===== src/rtl/assert_macros.svh =====
`ifndef ASSERT_MACROS_SVH
`define ASSERT_MACROS_SVH

// same-cycle implication under the block reset
`define ASSERT_IMPL(label, clk, rst_n, ante, cons) \
    label: assert property (@(posedge clk) disable iff (!(rst_n)) (ante) |-> (cons)) \
        else $error("assertion failed");

// next-cycle implication under the block reset
`define ASSERT_NEXT(label, clk, rst_n, ante, cons) \
    label: assert property (@(posedge clk) disable iff (!(rst_n)) (ante) |=> (cons)) \
        else $error("assertion failed");

`endif


===== src/rtl/frm_pkg.sv =====
package frm_pkg;

    typedef struct packed {
        logic [31:0] now_us;
        logic [14:0] pulse_count;
        logic        read_ok;
    } t_req;

    typedef struct packed {
        logic        valid_res;
        logic [31:0] flow_lpm_q16;
        logic [14:0] pulses;
    } t_res;

    typedef enum logic [2:0] {
        ST_IDLE,
        ST_MUL,
        ST_CHK,
        ST_DIV,
        ST_FLT,
        ST_F5,
        ST_DONE
    } t_state;

    localparam logic CFG_PPL      = 1'b0;
    localparam logic CFG_INTERVAL = 1'b1;

    localparam logic [15:0] PPL_RESET      = 16'd45000;
    localparam logic [31:0] INTERVAL_RESET = 32'd1000000;

    // microseconds per minute times 100
    localparam logic [32:0] US_PER_MIN_X100 = 33'd6000000000;

    localparam logic [4:0] MUL_LAST = 5'd15;
    localparam logic [4:0] DIV_LAST = 5'd31;
    localparam logic [4:0] F5_LAST  = 5'd17;

    // one restoring step of a divide by five: {quotient bit, remainder}
    function automatic logic [3:0] f5_step(input logic [2:0] rem, input logic din);
        logic [3:0] t;
        logic [3:0] d;
        t = {rem, din};
        d = t - 4'd5;
        if (t >= 4'd5) begin
            f5_step = {1'b1, d[2:0]};
        end else begin
            f5_step = {1'b0, t[2:0]};
        end
    endfunction

endpackage


===== src/rtl/flow_rate_meter_filtered_top.sv =====
// no measurement due, or a failed read: idle goes straight to the output load
// a new measurement: multiply, check, divide (one quotient bit per cycle), filter setup,
//   divide-by-five and output load; a zero count or an overflow skips the divide, and the
//   first result or a zero count skips the divide-by-five; requests are taken only in idle
// reset: synchronous active low, clears state, flow history and output valid,
//   and loads the default pulses-per-litre and interval registers
`include "assert_macros.svh"

module flow_rate_meter_filtered_top import frm_pkg::*; #(
    parameter int FLOW_FRAC_BITS = 16
) (
    input  logic        i_clk,
    input  logic        i_rst_n,
    input  logic        i_req_valid,
    output logic        o_req_ready,
    input  t_req        i_req,
    output logic        o_res_valid,
    input  logic        i_res_ready,
    output t_res        o_res,
    input  logic        i_cfg_we,
    input  logic        i_cfg_idx,
    input  logic [31:0] i_cfg_data
);

    localparam int SHIFT = 32 - FLOW_FRAC_BITS;

    t_state      r_state, n_state;
    logic [15:0] r_ppl, n_ppl;
    logic [31:0] r_interval, n_interval;
    logic [31:0] r_last_time, n_last_time;
    logic [14:0] r_last_pulses, n_last_pulses;
    logic [31:0] r_filt, n_filt;
    logic        r_has, n_has;
    logic        r_res_valid, n_res_valid;
    t_res        r_res, n_res;
    logic        r_res_ok, n_res_ok;
    logic [4:0]  r_step, n_step;
    logic [31:0] r_elapsed, n_elapsed;
    logic [15:0] r_ppl_sh, n_ppl_sh;
    logic [15:0] r_cnt_sh, n_cnt_sh;
    logic [47:0] r_num, n_num;
    logic [47:0] r_den, n_den;
    logic [47:0] r_rem, n_rem;
    logic [35:0] r_shift, n_shift;

    logic        req_acc;
    logic [31:0] elapsed;
    logic        due;
    logic        ovf;
    logic [48:0] div_t;
    logic [48:0] div_d;
    logic        div_ge;
    logic [3:0]  f5_a;
    logic [3:0]  f5_b;
    logic [31:0] nf;

    assign o_req_ready = (r_state == ST_IDLE);
    assign req_acc     = i_req_valid && o_req_ready;
    assign o_res_valid = r_res_valid;
    assign o_res       = r_res;

    assign elapsed = i_req.now_us - r_last_time;
    assign due     = (elapsed >= r_interval);
    assign ovf     = ({24'd0, r_num} >= ({24'd0, r_den} << SHIFT));
    assign div_t   = {r_rem, r_shift[31]};
    assign div_d   = div_t - {1'b0, r_den};
    assign div_ge  = (div_t >= {1'b0, r_den});
    assign f5_a    = f5_step(r_rem[2:0], r_shift[35]);
    assign f5_b    = f5_step(f5_a[2:0], r_shift[34]);
    assign nf      = r_shift[31:0];

    always_comb begin
        n_state       = r_state;
        n_ppl         = r_ppl;
        n_interval    = r_interval;
        n_last_time   = r_last_time;
        n_last_pulses = r_last_pulses;
        n_filt        = r_filt;
        n_has         = r_has;
        n_res_valid   = r_res_valid;
        n_res         = r_res;
        n_res_ok      = r_res_ok;
        n_step        = r_step;
        n_elapsed     = r_elapsed;
        n_ppl_sh      = r_ppl_sh;
        n_cnt_sh      = r_cnt_sh;
        n_num         = r_num;
        n_den         = r_den;
        n_rem         = r_rem;
        n_shift       = r_shift;

        if (i_cfg_we) begin
            unique case (i_cfg_idx)
                CFG_PPL:      n_ppl      = i_cfg_data[15:0];
                CFG_INTERVAL: n_interval = i_cfg_data;
                default:      n_ppl      = r_ppl;
            endcase
        end

        if (r_res_valid && i_res_ready) begin
            n_res_valid = 1'b0;
        end

        unique case (r_state)
            ST_IDLE: begin
                if (req_acc) begin
                    if (due && i_req.read_ok) begin
                        n_last_time   = i_req.now_us;
                        n_last_pulses = i_req.pulse_count;
                        n_elapsed     = elapsed;
                        n_ppl_sh      = r_ppl;
                        n_cnt_sh      = {1'b0, i_req.pulse_count};
                        n_num         = '0;
                        n_den         = '0;
                        n_step        = MUL_LAST;
                        n_res_ok      = 1'b1;
                        n_state       = ST_MUL;
                    end else begin
                        n_res_ok = !due;
                        n_state  = ST_DONE;
                    end
                end
            end
            ST_MUL: begin
                // msb-first shift and add, one multiplier bit per cycle
                n_num    = {r_num[46:0], 1'b0}
                         + (r_cnt_sh[15] ? 48'(US_PER_MIN_X100) : 48'd0);
                n_den    = {r_den[46:0], 1'b0}
                         + (r_ppl_sh[15] ? 48'(r_elapsed) : 48'd0);
                n_cnt_sh = {r_cnt_sh[14:0], 1'b0};
                n_ppl_sh = {r_ppl_sh[14:0], 1'b0};
                n_step   = r_step - 5'd1;
                if (r_step == 5'd0) begin
                    n_state = ST_CHK;
                end
            end
            ST_CHK: begin
                if (r_last_pulses == 15'd0) begin
                    n_shift = '0;
                    n_state = ST_FLT;
                end else if (ovf) begin
                    n_shift = {4'd0, 32'hFFFF_FFFF};
                    n_state = ST_FLT;
                end else begin
                    n_rem   = r_num >> SHIFT;
                    n_shift = {4'd0, 32'(r_num << FLOW_FRAC_BITS)};
                    n_step  = DIV_LAST;
                    n_state = ST_DIV;
                end
            end
            ST_DIV: begin
                n_rem   = div_ge ? div_d[47:0] : div_t[47:0];
                n_shift = {r_shift[34:0], div_ge};
                n_step  = r_step - 5'd1;
                if (r_step == 5'd0) begin
                    n_state = ST_FLT;
                end
            end
            ST_FLT: begin
                if (!r_has) begin
                    n_filt  = nf;
                    n_has   = 1'b1;
                    n_state = ST_DONE;
                end else if (r_last_pulses == 15'd0) begin
                    n_filt  = '0;
                    n_state = ST_DONE;
                end else begin
                    n_shift = 36'(r_filt) + {2'b00, nf, 2'b00} + 36'd2;
                    n_rem   = '0;
                    n_step  = F5_LAST;
                    n_state = ST_F5;
                end
            end
            ST_F5: begin
                // two quotient bits per cycle
                n_rem   = {45'd0, f5_b[2:0]};
                n_shift = {r_shift[33:0], f5_a[3], f5_b[3]};
                n_step  = r_step - 5'd1;
                if (r_step == 5'd0) begin
                    n_filt  = n_shift[31:0];
                    n_state = ST_DONE;
                end
            end
            ST_DONE: begin
                if (!r_res_valid || i_res_ready) begin
                    n_res_valid        = 1'b1;
                    n_res.valid_res    = r_res_ok;
                    n_res.flow_lpm_q16 = r_res_ok ? r_filt : 32'd0;
                    n_res.pulses       = r_res_ok ? r_last_pulses : 15'd0;
                    n_state            = ST_IDLE;
                end
            end
            default: n_state = ST_IDLE;
        endcase
    end

    always_ff @(posedge i_clk) begin
        if (!i_rst_n) begin
            r_state       <= ST_IDLE;
            r_ppl         <= PPL_RESET;
            r_interval    <= INTERVAL_RESET;
            r_last_time   <= '0;
            r_last_pulses <= '0;
            r_filt        <= '0;
            r_has         <= 1'b0;
            r_res_valid   <= 1'b0;
            r_step        <= '0;
        end else begin
            r_state       <= n_state;
            r_ppl         <= n_ppl;
            r_interval    <= n_interval;
            r_last_time   <= n_last_time;
            r_last_pulses <= n_last_pulses;
            r_filt        <= n_filt;
            r_has         <= n_has;
            r_res_valid   <= n_res_valid;
            r_step        <= n_step;
        end
    end

    always_ff @(posedge i_clk) begin
        r_res     <= n_res;
        r_res_ok  <= n_res_ok;
        r_elapsed <= n_elapsed;
        r_ppl_sh  <= n_ppl_sh;
        r_cnt_sh  <= n_cnt_sh;
        r_num     <= n_num;
        r_den     <= n_den;
        r_rem     <= n_rem;
        r_shift   <= n_shift;
    end

    `ASSERT_NEXT(a_one_request, i_clk, i_rst_n, req_acc, !o_req_ready)
    `ASSERT_IMPL(a_fail_zero, i_clk, i_rst_n, o_res_valid && !o_res.valid_res,
        (o_res.flow_lpm_q16 == 32'd0) && (o_res.pulses == 15'd0))
    `ASSERT_IMPL(a_div_rem, i_clk, i_rst_n, r_state == ST_DIV, r_rem < r_den)
    `ASSERT_IMPL(a_f5_rem, i_clk, i_rst_n, r_state == ST_F5, r_rem[2:0] < 3'd5)

endmodule

===== config.mk =====
export PLATFORM = sky130hd
export DESIGN_NAME = flow_rate_meter_filtered_top
export DESIGN_NICKNAME = d
export VERILOG_FILES = /design/src/rtl/frm_pkg.sv /design/src/rtl/flow_rate_meter_filtered_top.sv
export VERILOG_INCLUDE_DIRS = /design/src /design/src/rtl
export SDC_FILE = /design/constraint.sdc
export NUM_CORES = 1
export LEC_CHECK = 0
export ABC_AREA = 1
export ABC_CLOCK_PERIOD_IN_PS = 14000
export BUFFER_PORTS_ARGS = -buffer_cell sky130_fd_sc_hd__buf_2
export CAP_MARGIN = 20
export CELL_PAD_IN_SITES_DETAIL_PLACEMENT = 2
export CELL_PAD_IN_SITES_GLOBAL_PLACEMENT = 2
export CORE_MARGIN = 8
export CORE_UTILIZATION = 37
export DETAILED_ROUTE_END_ITERATION = 10
export PLACE_DENSITY = 0.83
export SLEW_MARGIN = 40
export SYNTH_ARGS = -nofsm -noshare
export SYNTH_HDL_FRONTEND = slang
export SYNTH_SLANG_ARGS = --single-unit
export TNS_END_PERCENT = 30

===== constraint.sdc =====
create_clock -name i_clk -period 14 [get_ports i_clk]
set_input_delay 2.8 -clock i_clk [delete_from_list [all_inputs] [get_ports i_clk]]
set_output_delay 2.8 -clock i_clk [all_outputs]
set_load 0.05 [all_outputs]

==> impl_metrics.xml <==
<?xml version="1.0" encoding="UTF-8"?>
<metrics>
  <group name="cts">
    <metric name="tritoncts.num_buffers" unit="">52</metric>
    <metric name="cts_htree_levels" unit="">2</metric>
    <metric name="clock_sink_count" unit="">420</metric>
    <metric name="post_cts_resize_count" unit="">0</metric>
    <metric name="cts.reportedPaths.clkPinSlew" unit="ns">0.06</metric>
    <metric name="clk_latency_worst_skew_pair" unit="ns">0.67</metric>
    <metric name="cts_hold_repair.buffers" unit="">0</metric>
    <metric name="post_cts_buffers" unit="">0</metric>
    <metric name="clock_tree_from_tritoncts" unit="">built</metric>
    <metric name="cts_root_buf" unit="">sky130_fd_sc_hd__clkbuf_16</metric>
    <metric name="cts-root-to-sink-buffers" unit="">3</metric>
  </group>
  <group name="logic_synthesis">
    <metric name="asyncSetResetFlopFracSynth" unit="%">0</metric>
    <metric name="synth.area.top_cells" unit="">sky130_fd_sc_hd__edfxtp_1 29%, sky130_fd_sc_hd__nand2_1 13%, sky130_fd_sc_hd__ha_1 9.4%</metric>
    <metric name="main_synth_ff_type" unit="">sky130_fd_sc_hd__edfxtp_1</metric>
    <metric name="syn-mean-instance-area" unit="um^2">7.32</metric>
    <metric name="synth_fp_nets" unit="">4312</metric>
    <metric name="synthesis.yosys.warnings" unit="">0</metric>
    <metric name="syn-cell-area" unit="mm^2">0.0293</metric>
    <metric name="synth.ff_latch_count" unit="">420</metric>
    <metric name="synthesis.instances" unit="">4000</metric>
    <metric name="synth_sequential_area_ratio" unit="%">38.4</metric>
    <metric name="synth_enable_flop_cells" unit="">283</metric>
    <metric name="synthDistinctLibCells" unit="">52</metric>
    <metric name="netlist.top_cell.by_area" unit="">sky130_fd_sc_hd__edfxtp_1</metric>
    <metric name="yosys.area.top_type_share" unit="%">29.0</metric>
  </group>
  <group name="run_status">
    <metric name="status" unit="">completed</metric>
  </group>
  <group name="floorplanning">
    <metric name="core-area" unit="mm^2">0.0786</metric>
    <metric name="die_w" unit="um">297</metric>
    <metric name="die_height" unit="um">297</metric>
    <metric name="io_pins" unit="">136</metric>
    <metric name="floorplan.initialDensity" unit="%">37.2</metric>
    <metric name="number_of_rows_in_the_core_area" unit="">103</metric>
    <metric name="die-area" unit="mm^2">0.0884</metric>
  </group>
  <group name="critical_path">
    <metric name="crit_chain" unit="">buf_2, inv_1, ha_1, fa_1, o21ai_1, a21oi_1, o21bai_1, a21boi_1, o21ai_0, nand2_1, nand3_1, nand2_1, ha_1, nand2_1, nor2_1, nand4_1, nor3_1, nand2_1, nand2_1, nand3_1, a21oi_4, buf_6</metric>
    <metric name="timing.setup.critical_path_class" unit="">in2reg</metric>
    <metric name="critPathLaunchType" unit="">input pin</metric>
    <metric name="worst_path_largest_cell_delay" unit="ns">0.62</metric>
    <metric name="crit_slowest_cell" unit="">sky130_fd_sc_hd__buf_6</metric>
    <metric name="critical_path_peak_fanout" unit="">64</metric>
    <metric name="timing.critical_path.buf_inv" unit="">3</metric>
    <metric name="worst_ep_required_time" unit="ns">14.23</metric>
    <metric name="crit_path_end_kind" unit="">flip-flop</metric>
    <metric name="critical_path_arrival" unit="ns">7.99</metric>
    <metric name="path_delay_family" unit="">compound AO/OA/AOI/OAI gates</metric>
    <metric name="cpMostUsedCell" unit="">sky130_fd_sc_hd__nand2_1</metric>
  </group>
  <group name="placed_design">
    <metric name="placement.io_buffers" unit="">135</metric>
    <metric name="detailed_place_hpwl" unit="um">88900</metric>
    <metric name="place_congestion" unit="">0.874</metric>
    <metric name="post-place-ws" unit="ns">5.87</metric>
    <metric name="post_dp_cell_area" unit="mm^2">0.0311</metric>
    <metric name="dp_cells" unit="">5109</metric>
  </group>
  <group name="grt">
    <metric name="groute.usage.overall" unit="%">26.0</metric>
    <metric name="grt_pass1_vias" unit="">31900</metric>
    <metric name="antenna_violations_before_repair" unit="">2</metric>
    <metric name="grt_first_pass_wirelength" unit="um">185000</metric>
    <metric name="global_route.overflow_total" unit="">0</metric>
    <metric name="grt_start_max_net_pins" unit="">93</metric>
  </group>
  <group name="routing">
    <metric name="avgRoutedWirePerCell" unit="um">22.9</metric>
    <metric name="route.final.wire_length" unit="um">119000</metric>
    <metric name="firstDrtPassIters" unit="">7</metric>
    <metric name="routed_via_density" unit="">5.56</metric>
    <metric name="routed-via-count" unit="">28900</metric>
    <metric name="route.detailed.drc" unit="">0</metric>
    <metric name="drt_first_iter_violations" unit="">1410</metric>
    <metric name="final_antenna_net_count" unit="">0</metric>
  </group>
  <group name="cells_and_area">
    <metric name="layout_fillers" unit="">9242</metric>
    <metric name="final_layout_size_suffix_gt1_share" unit="%">7.53</metric>
    <metric name="num-nets-final" unit="">4425</metric>
    <metric name="n_antenna_cell" unit="">0</metric>
    <metric name="area.growth.synth_to_final" unit="%">12.6</metric>
    <metric name="layout.cells.non_filler" unit="">5207</metric>
    <metric name="postLayoutCellArea" unit="mm^2">0.0329</metric>
  </group>
  <group name="timing">
    <metric name="timing.final.hold_violations" unit="">0</metric>
    <metric name="final.min_clock_period" unit="ns">7.76</metric>
    <metric name="max_clock_freq" unit="GHz">0.129</metric>
    <metric name="report.final.setup_viol" unit="">0</metric>
    <metric name="setup_total_negative_slack" unit="ns">0</metric>
    <metric name="final.period_utilization" unit="%">55.4</metric>
    <metric name="timing_max_transition_violations_final" unit="">0</metric>
    <metric name="postLayoutSetupSlackWorst" unit="ns">6.24</metric>
    <metric name="grt_setup_unrepaired" unit="">no</metric>
    <metric name="clock-skew-final" unit="ns">0.0774</metric>
    <metric name="timing.max_slew.rel_slack" unit="%">42.3</metric>
    <metric name="worst_tran_pin_value" unit="ns">0.856</metric>
  </group>
  <group name="run">
    <metric name="cap_viol_max_count" unit="">0</metric>
  </group>
  <group name="power">
    <metric name="power.density" unit="mW/mm^2">261</metric>
    <metric name="vdd_drop_max" unit="uV">120</metric>
    <metric name="power_leakage" unit="nW">14.7</metric>
  </group>
  <group name="min_path">
    <metric name="hold_class" unit="">reg2reg</metric>
  </group>
</metrics>
==> cells by family (layout without fill, tap and decap cells) <==
logic type               Yosys count  count (layout)  synth area share [%]
AND/OR/NAND/NOR                 1737            1737                  24.2
AO/OA/AOI/OAI                    922             922                  17.4
buffers and inverters            638             795                  8.46
flip-flops                       420             420                  38.4
adder cells (fa/ha/maj)          226             226                  9.79
XOR/XNOR                          57              57                  1.71
==> state kept, by name, summed over array words and instances, names as in the netlist, 3 cells and up <==
name           cells
r_state            3
r_ppl_sh          16
r_num             38
r_ppl             16
r_elapsed         32
r_filt            32
r_shift           36
r_last_time       32
o_res             48
r_step             5
r_cnt_sh          16
r_interval        32
r_rem             48
r_den             48
r_last_pulses     15
==> synth_stat cells (all sizes together), types with 2 or more instances <==
cell	instances
a211oi	3
a21boi	12
a21o	18
a21oi	420
a221oi	3
a31oi	32
and2	2
and3	2
buf	27
clkbuf	68
dfxtp	137
edfxtp	283
fa	5
ha	221
inv	542
nand2	1048
nand3	149
nand3b	12
nand4	50
nor2	399
nor3	48
nor4	17
o2111ai	11
o211a	3
o211ai	36
o21a	24
o21ai	327
o21bai	7
o22ai	24
or2	8
xnor2	29
xor2	28
==> worst reg2reg max path: stages, from the launching register on <==
cell and delay, ns:
sky130_fd_sc_hd__dfxtp_1 0.33, sky130_fd_sc_hd__ha_1 0.28, sky130_fd_sc_hd__fa_1 0.44, sky130_fd_sc_hd__o21ai_1 0.24
sky130_fd_sc_hd__a21oi_1 0.20, sky130_fd_sc_hd__o21bai_1 0.41, sky130_fd_sc_hd__a21boi_1 0.22, sky130_fd_sc_hd__o21ai_0 0.31
sky130_fd_sc_hd__nand2_1 0.14, sky130_fd_sc_hd__nand3_1 0.10, sky130_fd_sc_hd__nand2_1 0.08, sky130_fd_sc_hd__ha_1 0.30
sky130_fd_sc_hd__nand2_1 0.07, sky130_fd_sc_hd__nor2_1 0.18, sky130_fd_sc_hd__nand4_1 0.16, sky130_fd_sc_hd__nor3_1 0.19
sky130_fd_sc_hd__nand2_1 0.08, sky130_fd_sc_hd__nand2_1 0.24, sky130_fd_sc_hd__nand3_1 0.23, sky130_fd_sc_hd__a21oi_4 0.49
sky130_fd_sc_hd__buf_6 0.62
==> layout make-up <==
cell class / instances / area, um^2 / share of cell area [%]
Inverter: 543 / 2040 / 6.19
Sequential cell: 420 / 11200 / 34.1
Timing Repair Buffer: 154 / 847 / 2.57
Clock inverter: 36 / 487 / 1.48
Multi-Input combinational cell: 2942 / 15600 / 47.4
Tap cell: 1050 / 1310 / 3.99
Clock buffer: 62 / 1400 / 4.25
==> routing by layer <==
metal | routed length, um | up-vias | part of all wire (%) | global-route usage (%)
met3 | 4050 | 208 | 3.4 | 2.77
met4 | 3840 | 2 | 3.2 | 8.26
li1 | - | 13600 | - | -
met1 | 52800 | 14500 | 44 | 32.9
met5 | 13 | - | 0.011 | 0
met2 | 58600 | 571 | 49 | 46.0
==> where the power goes <==
group	internal [mW]	leakage, nW	switching, mW
registers	1.90	3.79	0.378
clock network	0.887	0.909	0.625
logic	1.37	10.0	3.43
total	4.16	14.7	4.43
==> final timing paths <==
check                                      from         endpoint  slack, ns  cells after the start
worst min register to register  r_last_time[26]  r_last_time[26]       0.46                      2
worst max-delay path                  i_req[16]        r_den[44]       6.24                     22
worst max register to register   r_last_time[0]        r_den[44]       8.25                     20
worst min-delay path            r_last_time[26]  r_last_time[26]       0.46                      2
==> metrics by stage <==
| step | utilization [%] | hold WS, ns | power, mW |
|---|---|---|---|
| 6_report | 41.9 | 0.458 | 8.59 |
| 5_1_grt | 41.9 | 0.487 | 9.17 |
| 4_1_cts | 41.9 | 0.462 | 8.60 |
| 3_5_place_dp | 39.5 | 0.452 | 6.93 |
| 3_3_place_gp | 39.5 | 0.444 | 6.65 |
| 2_1_floorplan | - | 0.429 | 5.36 |
==> cell usage in the layout, fill, tap and decap left out, types with 9 or more instances in the layout <==
cell type | synthesis | routed
sky130_fd_sc_hd__o21a_1 | 24 | 24
sky130_fd_sc_hd__inv_2 | 13 | 15
sky130_fd_sc_hd__a21o_1 | 18 | 18
sky130_fd_sc_hd__o21ai_0 | 311 | 308
sky130_fd_sc_hd__a31oi_1 | 32 | 32
sky130_fd_sc_hd__o211ai_2 | 15 | 15
sky130_fd_sc_hd__o22ai_1 | 24 | 24
sky130_fd_sc_hd__o2111ai_1 | 11 | 11
sky130_fd_sc_hd__a21oi_1 | 414 | 413
sky130_fd_sc_hd__xnor2_1 | 29 | 29
sky130_fd_sc_hd__ha_1 | 221 | 221
sky130_fd_sc_hd__nor2_1 | 393 | 388
sky130_fd_sc_hd__o21ai_1 | 16 | 19
sky130_fd_sc_hd__edfxtp_1 | 283 | 283
sky130_fd_sc_hd__a21boi_0 | 10 | 10
sky130_fd_sc_hd__nor4_1 | 16 | 16
sky130_fd_sc_hd__buf_4 | 1 | 14
sky130_fd_sc_hd__inv_1 | 529 | 527
sky130_fd_sc_hd__nand3b_1 | 12 | 12
sky130_fd_sc_hd__buf_2 | 16 | 134
sky130_fd_sc_hd__dfxtp_1 | 137 | 137
sky130_fd_sc_hd__nand4_1 | 50 | 50
sky130_fd_sc_hd__xor2_1 | 28 | 28
sky130_fd_sc_hd__o211ai_1 | 21 | 21
sky130_fd_sc_hd__clkinv_2 | 0 | 10
sky130_fd_sc_hd__nand2_1 | 1042 | 1042
sky130_fd_sc_hd__nand3_1 | 147 | 147
sky130_fd_sc_hd__clkbuf_16 | 0 | 52
sky130_fd_sc_hd__nor3_1 | 46 | 45
sky130_fd_sc_hd__bufinv_16 | 0 | 9
Power figures use the tool's default switching activity.
